===== config.mk =====
export PLATFORM = sky130hd
export DESIGN_NAME = multi_button_mask_debouncer
export DESIGN_NICKNAME = d
export VERILOG_FILES = /design/src/rtl/mbmd_pkg.sv /design/src/rtl/mbmd_button.sv /design/src/rtl/multi_button_mask_debouncer.sv
export SDC_FILE = /design/constraint.sdc
export NUM_CORES = 1
export LEC_CHECK = 0
export BUFFER_PORTS_ARGS = -buffer_cell sky130_fd_sc_hd__buf_2
export CAP_MARGIN = 5
export CORE_UTILIZATION = 40
export CTS_BUF_LIST = sky130_fd_sc_hd__clkbuf_16
export CTS_CLUSTER_DIAMETER = 100
export DETAILED_ROUTE_END_ITERATION = 16
export PLACE_DENSITY = 0.61
export RECOVER_POWER = 25
export SLEW_MARGIN = 5
export SYNTH_ARGS = -nofsm -noshare
export SYNTH_HDL_FRONTEND = slang
export SYNTH_SLANG_ARGS = --single-unit

===== constraint.sdc =====
create_clock -name clock -period 9.6 [get_ports clock]
set_clock_uncertainty 0.05 [all_clocks]
set_input_delay 2.88 -clock clock [delete_from_list [all_inputs] [get_ports clock]]
set_output_delay 2.88 -clock clock [all_outputs]
set_load 0.02 [all_outputs]

===== src/rtl/mbmd_pkg.sv =====
// ----------------------------------------------------------------------------
// mbmd_pkg: shared types and constants of the multi-button debouncer
// Action codes, register indexes, history patterns and the control and
// status bundles between the top level and the per-button cells.
// ----------------------------------------------------------------------------
package mbmd_pkg;

   // Request actions
   typedef enum logic [1:0] {
      ACT_TICK         = 2'd0,
      ACT_TAKE_PRESS   = 2'd1,
      ACT_TAKE_RELEASE = 2'd2,
      ACT_READ_STATE   = 2'd3
   } action_type;

   // Register indexes (byte address = 4 * index)
   localparam logic [1:0] REG_HISTORY_MASK     = 2'd0;
   localparam logic [1:0] REG_TICKS_PER_SAMPLE = 2'd1;
   localparam logic [1:0] REG_ACTIVE_LOW_MASK  = 2'd2;

   localparam int unsigned CSR_ADDR_W = 4;
   localparam int unsigned CSR_DATA_W = 32;

   // Register reset values
   localparam logic [7:0] HISTORY_MASK_RST     = 8'hC7;
   localparam logic [7:0] TICKS_PER_SAMPLE_RST = 8'h01;
   localparam logic [7:0] ACTIVE_LOW_MASK_RST  = 8'hFF;

   // History patterns
   localparam logic [7:0] PRESS_PATTERN   = 8'b0000_0111;
   localparam logic [7:0] RELEASE_PATTERN = 8'b1100_0000;
   localparam logic [7:0] HIST_FULL       = 8'hFF;
   localparam logic [7:0] HIST_EMPTY      = 8'h00;

   localparam logic [15:0] HOLD_MAX = 16'hFFFF;

   // Buttons with a pin bit and a polarity bit
   localparam int unsigned PIN_COUNT = 8;

   // Per-button control from the top level
   typedef struct packed {
      logic sample;
      logic level;
      logic clr_press;
      logic clr_release;
   } btn_ctl_type;

   // Per-button status to the top level
   typedef struct packed {
      logic        down;
      logic        press_pending;
      logic        release_pending;
      logic [15:0] hold_count;
   } btn_stat_type;

endpackage


===== src/rtl/mbmd_button.sv =====
// ----------------------------------------------------------------------------
// mbmd_button: debounce state of one button
// Shifts a sample into the history, matches the masked history against the
// press and release patterns, keeps the down state, sticky flags and the
// saturating held counter.
// ----------------------------------------------------------------------------
module mbmd_button (
   input  logic                   clock,
   input  logic                   reset,
   input  mbmd_pkg::btn_ctl_type  ctl,
   input  logic [7:0]             history_mask,
   output mbmd_pkg::btn_stat_type stat
);

   logic [7:0]  history_ff, history_in;
   logic        down_ff, down_in;
   logic        press_ff, press_in;
   logic        release_ff, release_in;
   logic [15:0] hold_ff, hold_in;

   logic [7:0]  shifted;
   logic [7:0]  seen;
   logic        press_hit;
   logic        release_hit;
   logic [15:0] hold_base;

   // Match the masked history and work out the next state
   always_comb begin
      shifted     = {history_ff[6:0], ctl.level};
      seen        = shifted & history_mask;
      press_hit   = (seen == mbmd_pkg::PRESS_PATTERN);
      release_hit = !press_hit && (seen == mbmd_pkg::RELEASE_PATTERN);

      history_in = history_ff;
      down_in    = down_ff;
      hold_in    = hold_ff;
      hold_base  = hold_ff;

      if (ctl.sample) begin
         if (press_hit) begin
            history_in = mbmd_pkg::HIST_FULL;
            down_in    = 1'b1;
            hold_base  = '0;
         end else if (release_hit) begin
            history_in = mbmd_pkg::HIST_EMPTY;
            down_in    = 1'b0;
            hold_base  = '0;
         end else begin
            history_in = shifted;
         end
         // count the sample while down, saturating
         if (down_in && (hold_base != mbmd_pkg::HOLD_MAX)) begin
            hold_in = hold_base + 16'd1;
         end else begin
            hold_in = hold_base;
         end
      end
   end

   // Set sticky flags on an edge, drop them when taken
   always_comb begin
      press_in   = press_ff;
      release_in = release_ff;
      if (ctl.sample && press_hit) begin
         press_in = 1'b1;
      end else if (ctl.clr_press) begin
         press_in = 1'b0;
      end
      if (ctl.sample && release_hit) begin
         release_in = 1'b1;
      end else if (ctl.clr_release) begin
         release_in = 1'b0;
      end
   end

   always_ff @(posedge clock) begin
      if (reset) begin
         history_ff <= '0;
         down_ff    <= 1'b0;
         press_ff   <= 1'b0;
         release_ff <= 1'b0;
         hold_ff    <= '0;
      end else begin
         history_ff <= history_in;
         down_ff    <= down_in;
         press_ff   <= press_in;
         release_ff <= release_in;
         hold_ff    <= hold_in;
      end
   end

   always_comb begin
      stat.down            = down_ff;
      stat.press_pending   = press_ff;
      stat.release_pending = release_ff;
      stat.hold_count      = hold_ff;
   end

endmodule


===== src/rtl/multi_button_mask_debouncer.sv =====
// ----------------------------------------------------------------------------
// multi_button_mask_debouncer: shift-register debouncer for several buttons
// Tick requests sample all buttons through a prescaler; query requests take
// the press or release flag of one button or read its state and held count.
// ----------------------------------------------------------------------------
// Usage:
//   req_*  : request channel (valid/ready). req_action selects a tick or a
//            query; req_pin_levels is used by ticks, req_button by queries.
//   rsp_*  : one response per query, none for a tick (valid/ready).
//   csr_*  : APB-style register port, registers at byte 0, 4 and 8, always
//            ready; write only while no request is in flight.
// Timing:
//   A request is taken into an input register; when it leaves that register,
//   a tick samples all button cells at once and a query loads the response register.
//   One request per cycle is sustained unless a query waits on the response
//   register; the input register drains into the response register in every
//   cycle that the response side can take.
// Stall:
//   While a response waits, ticks keep flowing; a query stays in the input
//   register until the response register frees up, and ready stays low.
// Reset:
//   Clears all button state, the prescaler and the pipeline valid bits and
//   restores register defaults; requests are accepted the cycle after.
// ----------------------------------------------------------------------------
module multi_button_mask_debouncer #(
   parameter int unsigned NUM_BUTTONS = 8
) (
   input  logic                              clock,
   input  logic                              reset,
   // request channel
   input  logic                              req_valid,
   output logic                              req_ready,
   input  logic [1:0]                        req_action,
   input  logic [7:0]                        req_pin_levels,
   input  logic [7:0]                        req_button,
   // response channel
   output logic                              rsp_valid,
   input  logic                              rsp_ready,
   output logic                              rsp_flag_value,
   output logic [15:0]                       rsp_held_ticks,
   // register port
   input  logic                              csr_psel,
   input  logic                              csr_penable,
   input  logic                              csr_pwrite,
   input  logic [mbmd_pkg::CSR_ADDR_W-1:0]   csr_paddr,
   input  logic [mbmd_pkg::CSR_DATA_W-1:0]   csr_pwdata,
   output logic [mbmd_pkg::CSR_DATA_W-1:0]   csr_prdata,
   output logic                              csr_pready
);

   // Configuration registers
   logic [7:0] history_mask_ff, history_mask_in;
   logic [7:0] ticks_per_sample_ff, ticks_per_sample_in;
   logic [7:0] active_low_mask_ff, active_low_mask_in;

   // Input register
   logic                 in_valid_ff, in_valid_in;
   mbmd_pkg::action_type in_action_ff, in_action_in;
   logic [7:0]           in_pins_ff, in_pins_in;
   logic [7:0]           in_button_ff, in_button_in;

   // Prescaler
   logic [7:0] prescale_ff, prescale_in;
   logic [7:0] prescale_next;
   logic       sample_pass;

   // Response register
   logic        rsp_valid_ff, rsp_valid_in;
   logic        rsp_flag_ff, rsp_flag_in;
   logic [15:0] rsp_held_ff, rsp_held_in;

   // Stage control
   logic                   out_free;
   logic                   stage_fire;
   logic                   is_tick;
   logic                   sample_en;
   logic                   button_in_range;
   logic                   csr_write;
   logic [1:0]             csr_index;
   logic [NUM_BUTTONS-1:0] hit;
   logic [NUM_BUTTONS-1:0] clr_press;
   logic [NUM_BUTTONS-1:0] clr_release;
   logic                   query_flag;
   logic [15:0]            query_held;

   mbmd_pkg::btn_ctl_type  btn_ctl  [NUM_BUTTONS];
   mbmd_pkg::btn_stat_type btn_stat [NUM_BUTTONS];

   // Register port decode
   assign csr_pready = 1'b1;
   assign csr_index  = csr_paddr[3:2];
   assign csr_write  = csr_psel && csr_penable && csr_pwrite && csr_pready;

   always_comb begin
      history_mask_in     = history_mask_ff;
      ticks_per_sample_in = ticks_per_sample_ff;
      active_low_mask_in  = active_low_mask_ff;
      if (csr_write) begin
         unique case (csr_index)
            mbmd_pkg::REG_HISTORY_MASK:     history_mask_in     = csr_pwdata[7:0];
            mbmd_pkg::REG_TICKS_PER_SAMPLE: ticks_per_sample_in = csr_pwdata[7:0];
            mbmd_pkg::REG_ACTIVE_LOW_MASK:  active_low_mask_in  = csr_pwdata[7:0];
            default: ;
         endcase
      end
   end

   always_comb begin
      unique case (csr_index)
         mbmd_pkg::REG_HISTORY_MASK:
            csr_prdata = {{(mbmd_pkg::CSR_DATA_W-8){1'b0}}, history_mask_ff};
         mbmd_pkg::REG_TICKS_PER_SAMPLE:
            csr_prdata = {{(mbmd_pkg::CSR_DATA_W-8){1'b0}}, ticks_per_sample_ff};
         mbmd_pkg::REG_ACTIVE_LOW_MASK:
            csr_prdata = {{(mbmd_pkg::CSR_DATA_W-8){1'b0}}, active_low_mask_ff};
         default:
            csr_prdata = '0;
      endcase
   end

   // Advance a tick, or a query into a free response slot; accept if empty or advancing
   assign out_free   = !rsp_valid_ff || rsp_ready;
   assign is_tick    = (in_action_ff == mbmd_pkg::ACT_TICK);
   assign stage_fire = in_valid_ff && (is_tick || out_free);
   assign req_ready  = !in_valid_ff || stage_fire;

   // Load the input register
   always_comb begin
      in_valid_in  = in_valid_ff;
      in_action_in = in_action_ff;
      in_pins_in   = in_pins_ff;
      in_button_in = in_button_ff;
      if (req_ready) begin
         in_valid_in  = req_valid;
         in_action_in = mbmd_pkg::action_type'(req_action);
         in_pins_in   = req_pin_levels;
         in_button_in = req_button;
      end
   end

   // Prescaler: pass the tick once the count reaches the register
   assign prescale_next = prescale_ff + 8'd1;
   assign sample_pass   = (prescale_next >= ticks_per_sample_ff);
   assign sample_en     = stage_fire && is_tick && sample_pass;

   always_comb begin
      prescale_in = prescale_ff;
      if (stage_fire && is_tick) begin
         prescale_in = sample_pass ? 8'd0 : prescale_next;
      end
   end

   // Select the queried button
   assign button_in_range = (in_button_ff < 8'(NUM_BUTTONS));

   for (genvar gi = 0; gi < NUM_BUTTONS; gi++) begin : g_btn
      logic level;

      if (gi < mbmd_pkg::PIN_COUNT) begin : g_pin
         assign level = in_pins_ff[gi] ^ active_low_mask_ff[gi];
      end else begin : g_nopin
         assign level = 1'b0;
      end

      assign hit[gi]         = (in_button_ff == 8'(gi));
      assign clr_press[gi]   = stage_fire && hit[gi] &&
                               (in_action_ff == mbmd_pkg::ACT_TAKE_PRESS);
      assign clr_release[gi] = stage_fire && hit[gi] &&
                               (in_action_ff == mbmd_pkg::ACT_TAKE_RELEASE);

      always_comb begin
         btn_ctl[gi].sample      = sample_en;
         btn_ctl[gi].level       = level;
         btn_ctl[gi].clr_press   = clr_press[gi];
         btn_ctl[gi].clr_release = clr_release[gi];
      end

      mbmd_button u_button (
         .clock        (clock),
         .reset        (reset),
         .ctl          (btn_ctl[gi]),
         .history_mask (history_mask_ff),
         .stat         (btn_stat[gi])
      );
   end

   // Build the query answer; no hit leaves zeros for an out-of-range index
   always_comb begin
      query_flag = 1'b0;
      query_held = '0;
      for (int i = 0; i < NUM_BUTTONS; i++) begin
         if (hit[i]) begin
            case (in_action_ff)
               mbmd_pkg::ACT_TAKE_PRESS:   query_flag = btn_stat[i].press_pending;
               mbmd_pkg::ACT_TAKE_RELEASE: query_flag = btn_stat[i].release_pending;
               mbmd_pkg::ACT_READ_STATE: begin
                  query_flag = btn_stat[i].down;
                  query_held = btn_stat[i].hold_count;
               end
               default: ;
            endcase
         end
      end
   end

   // Load or drain the response register
   always_comb begin
      rsp_valid_in = rsp_valid_ff && !rsp_ready;
      rsp_flag_in  = rsp_flag_ff;
      rsp_held_in  = rsp_held_ff;
      if (stage_fire && !is_tick) begin
         rsp_valid_in = 1'b1;
         rsp_flag_in  = query_flag;
         rsp_held_in  = query_held;
      end
   end

   // Control state
   always_ff @(posedge clock) begin
      if (reset) begin
         history_mask_ff     <= mbmd_pkg::HISTORY_MASK_RST;
         ticks_per_sample_ff <= mbmd_pkg::TICKS_PER_SAMPLE_RST;
         active_low_mask_ff  <= mbmd_pkg::ACTIVE_LOW_MASK_RST;
         in_valid_ff         <= 1'b0;
         prescale_ff         <= '0;
         rsp_valid_ff        <= 1'b0;
      end else begin
         history_mask_ff     <= history_mask_in;
         ticks_per_sample_ff <= ticks_per_sample_in;
         active_low_mask_ff  <= active_low_mask_in;
         in_valid_ff         <= in_valid_in;
         prescale_ff         <= prescale_in;
         rsp_valid_ff        <= rsp_valid_in;
      end
   end

   // Payload
   always_ff @(posedge clock) begin
      in_action_ff <= in_action_in;
      in_pins_ff   <= in_pins_in;
      in_button_ff <= in_button_in;
      rsp_flag_ff  <= rsp_flag_in;
      rsp_held_ff  <= rsp_held_in;
   end

   assign rsp_valid      = rsp_valid_ff;
   assign rsp_flag_value = rsp_flag_ff;
   assign rsp_held_ticks = rsp_held_ff;

`ifndef SYNTHESIS
   // A query leaving the stage always lands in the response register
   a_query_lands: assert property (@(posedge clock) disable iff (reset)
      (stage_fire && !is_tick) |=> rsp_valid_ff)
      else $error("query left the stage without a response");

   // A sampled tick restarts the prescaler
   a_prescale_restart: assert property (@(posedge clock) disable iff (reset)
      sample_en |=> (prescale_ff == 8'd0))
      else $error("prescaler did not restart after a sample");

   // An out-of-range query answers zero
   a_out_of_range_zero: assert property (@(posedge clock) disable iff (reset)
      (stage_fire && !is_tick && !button_in_range) |=>
         (!rsp_flag_ff && (rsp_held_ff == 16'd0)))
      else $error("out-of-range query returned nonzero data");

   // Sampling and flag clearing never coincide
   a_no_sample_clear: assert property (@(posedge clock) disable iff (reset)
      !(sample_en && ((|clr_press) || (|clr_release))))
      else $error("sample and flag clear in the same cycle");
`endif

endmodule

==> reports/summary.md <==
The routed design has 47400 µm of wire. 113 I/O pins were placed. Final number of hold-violating endpoints: 0. Most frequent standard cell in the layout excluding fill and tap cells: nand2_1.

Clock root buffer: clkbuf_16. The detailed-router iteration count before antenna repair came out at 6. From left edge to right edge, the die measures 198 µm.

The run gives 3 as the clock tree buffer depth. The number of antenna diodes in the final layout is 0. TritonCTS built the clock tree.

The tools report the maximum level of the CTS H-tree as 2. The final estimated routing congestion in global placement is 0.937, and the aggregate global routing overflow is 0. The total power per unit cell area is 154 nW/µm², and the placeable core region is 37700 µm². Count of routing violations after the opening detailed-route iteration: 1496. For this block, the via count after detailed routing is 14800.

The tools report the clock latency at the later pin of the worst-skew pair as 0.55 ns. Setup repair after global routing left no endpoint under its margin. For this design, the sink count on the clock tree is 277. The fraction of synthesis flops using an asynchronous set or reset pin came out at 0. The min-delay analysis places its worst path in the category register to register.

The die is 198 µm tall. In the routed layout, each cell is associated on average with a via count of 6.16. The floorplan has 71 rows.

For this run, the slowest stage of the critical path takes 0.87 ns. The synthesis-stage register bit count was 277. Critical hold path startpoint: g_btn[4].u_button.history_ff[6].

The net count of the finished layout is 1948. Counting the fill cells in the layout gives 3818. The setup path with the least slack is of type primary input to primary output.

Yosys printed 0 warnings. The fraction of the yosys area taken by sequential cells is 0.385. The number of flops mapped to enable cells by yosys was 35; the top fanout value on the critical path was 19.

In this run the critical register-to-register path is launched from history_mask_ff[1]. The worst slew margin relative to its limit is -1.20, and the post-layout minimum cycle time is 7.57 ns. The synthesized netlist occupies a cell area of 15300 µm². The signal on the critical path passes through buf_2, nand2b_1, nor2_1, nand2_1, clkbuf_1, buf_2. Setup violations remaining at the end of the flow were counted as 0. In this run the mean area of a mapped cell was 8.15 µm².

Static timing analysis puts the maximum clock frequency at 0.132 GHz. The remaining routing DRC violations is 0. The number of gates resized after cts came out at 0.

The number of different library cells used by synthesis comes to 82. Number of global-route vias before repair: 13200. Hold repair after CTS inserted 0 buffers. The number of max-slew violations in the final report came out at 132.

The final reports fail on capacitance limit, slew limit. For the worst setup path, the data required time is 6.67 ns. The arrival time of data at the critical path endpoint was 4.64 ns; the cell area reported after detailed placement was 15900 µm².

Summing all flip-flop and latch instances after layout gives 5900 µm². At the pin with the least slew margin, the transition time is 3.30 ns. After routing, the total negative slack on setup checks comes to 0 ns. With fillers left out, the area of the finished cells amounts to 16900 µm². IR analysis of the VDD net gives a maximum drop of 0.130 mV. For this run, the leading register cell type out of synthesis is dfxtp_1. The initial cell density of the core was 0.407.

The cell that appears most often on the critical path is buf_2. The global-route wire length before repair is 74300 µm, and the routed wire length per instance is 19.7 µm. The run gives 8800 µm² as the area of the multi-input gates.

The tools report the remaining number of nets flagged by the antenna check after routing as 0. The run finished, with violations left. In the layout the commonest cells are nand2_1 (249), dfxtp_1 (242), a21oi_1 (169), o21ai_0 (110), nor2_1 (94). Global-route usage over all layers: 0.241. The share of layout cells above drive strength 1 came out at 0.0766.

After clock tree synthesis, the clock-pin slew on the worst setup and hold paths is 0.05 ns. Post-CTS setup-driven buffer insertion count: 0. Synthesis produced 1881 cells. Timing startpoint of the critical path: rsp_ready. The number of antenna violations at the first check in global routing is 0.

STA classifies the critical path startpoint as a primary input. The number of buffers inserted by port buffering works out to 61. Relative to the synthesized area, the layout overhead comes to 10.3%. The detailed placer's ending HPWL came out at 32800 µm. The count of maximum capacitance violations came out at 2. The die outline area was 39100 µm². The tools report the sort of element at the end of the critical path as a primary output. The analysis attributes to cell leakage a power of 0.00571 µW.

The slowest cell on the critical path is clkbuf_1. The part of the cycle the worst path needs was 0.789; the pin count of the biggest net entering global routing was 70. The number of CTS-inserted buffers was 34.
[metal layers]
| metal | up-vias | track usage | part of all wire |
|---|---|---|---|
| li1 | 7048 | - | - |
| met1 | 7067 | 0.339 | 0.45 |
| met2 | 612 | 0.367 | 0.44 |
| met3 | 89 | 0.0428 | 0.082 |
| met4 | 0 | 0.0856 | 0.030 |
| met5 | - | 0 | 0 |
[cells in the mapped netlist (18+ instances only)]
cell type  number  area share
a221oi_1       24       0.014
o211ai_1       22       0.011
nor2_1         96       0.024
nand3_1        90       0.029
mux2i_1        58       0.038
inv_1          21      0.0051
o22ai_1        19      0.0078
a41oi_1        18       0.010
nor3_1         28      0.0091
a22oi_1        30       0.015
clkbuf_1      106       0.026
and3_1         43       0.018
nand4_1        36       0.015
or4_1          26       0.013
buf_4          25       0.012
and2_1         42       0.017
dfxtp_1       242        0.32
o21ai_0       110       0.036
o21ai_1        39       0.013
a31oi_1        32       0.013
a21oi_1       169       0.055
nand2_1       250       0.061
or3_1          22      0.0090
edfxtp_1       35       0.069
a22o_1         21       0.012
[per-stage QoR]
| step | utilization | hold WS, ns | std cells | total power [µW] | setup slack (ns) |
|---|---|---|---|---|---|
| after global routing | 0.449 | 0.433 | 2405 | 2700 | 1.92 |
| after floorplan | - | 0.390 | 1904 | 1340 | 2.48 |
| final | 0.449 | 0.414 | 2405 | 2610 | 2.03 |
| after CTS | 0.449 | 0.414 | 2405 | 2630 | 2.70 |
| after detailed placement | 0.421 | 0.407 | 2345 | 1380 | 2.70 |
| after global placement | 0.421 | 0.400 | 2345 | 1380 | 2.73 |
[final timing paths]
path	slack [ns]	cells past startpoint	end
setup / recovery	2.03	6	req_ready
hold / removal	0.41	2	g_btn[4].u_button.history_ff[6]
setup reg to reg	4.38	12	g_btn[2].u_button.hold_ff[13]
hold reg to reg	0.41	2	g_btn[4].u_button.history_ff[6]
[sequential cells by signal (all words and copies together) (netlist names)]
signal / flops
in_action_ff: 2
ticks_per_sample_ff: 8
rsp_valid: 1
in_button_ff: 8
rsp_held_ticks: 16
active_low_mask_ff: 8
prescale_ff: 8
g_btn.u_button.release_ff: 8
in_pins_ff: 8
rsp_flag_value: 1
history_mask_ff: 8
in_valid_ff: 1
g_btn.u_button.history_ff: 56
g_btn.u_button.press_ff: 8
g_btn.u_button.hold_ff: 128
g_btn.u_button.down_ff: 8
[cell type report]
type,count,share of cell area
repair buffers,78,0.0246
well taps,511,0.0378
multi-input cells,1457,0.520
flip-flops and latches,277,0.349
inverters,22,0.00488
clock buffers,36,0.0533
clock inverters,24,0.0104
[power breakdown]
part	switching [µW]	internal [µW]	total, µW
clock network	518	733	1250
logic	98.1	41.8	140
registers	27.0	1190	1220
total	643	1970	2610
[worst max-delay path: cells and delay by family]
| kind | cells | cell delay [ns] |
|---|---|---|
| simple gates | 3 | 0.47 |
| buf+inv | 3 | 1.27 |
[cell families (layout without fill, tap and decap cells)]
logic type      count (synthesis)  count (layout)  share of synthesized area
simple gates                  729             729                      0.246
compound gates                602             602                      0.253
flops                         277             277                      0.385
buf+inv                       170             160                     0.0483
mux                            67              67                     0.0445
fa+ha+maj                      17              17                     0.0139
xor+xnor                       17              17                    0.00971
other cells                     2              25                   0.000490
Power figures use the tool's default switching activity.
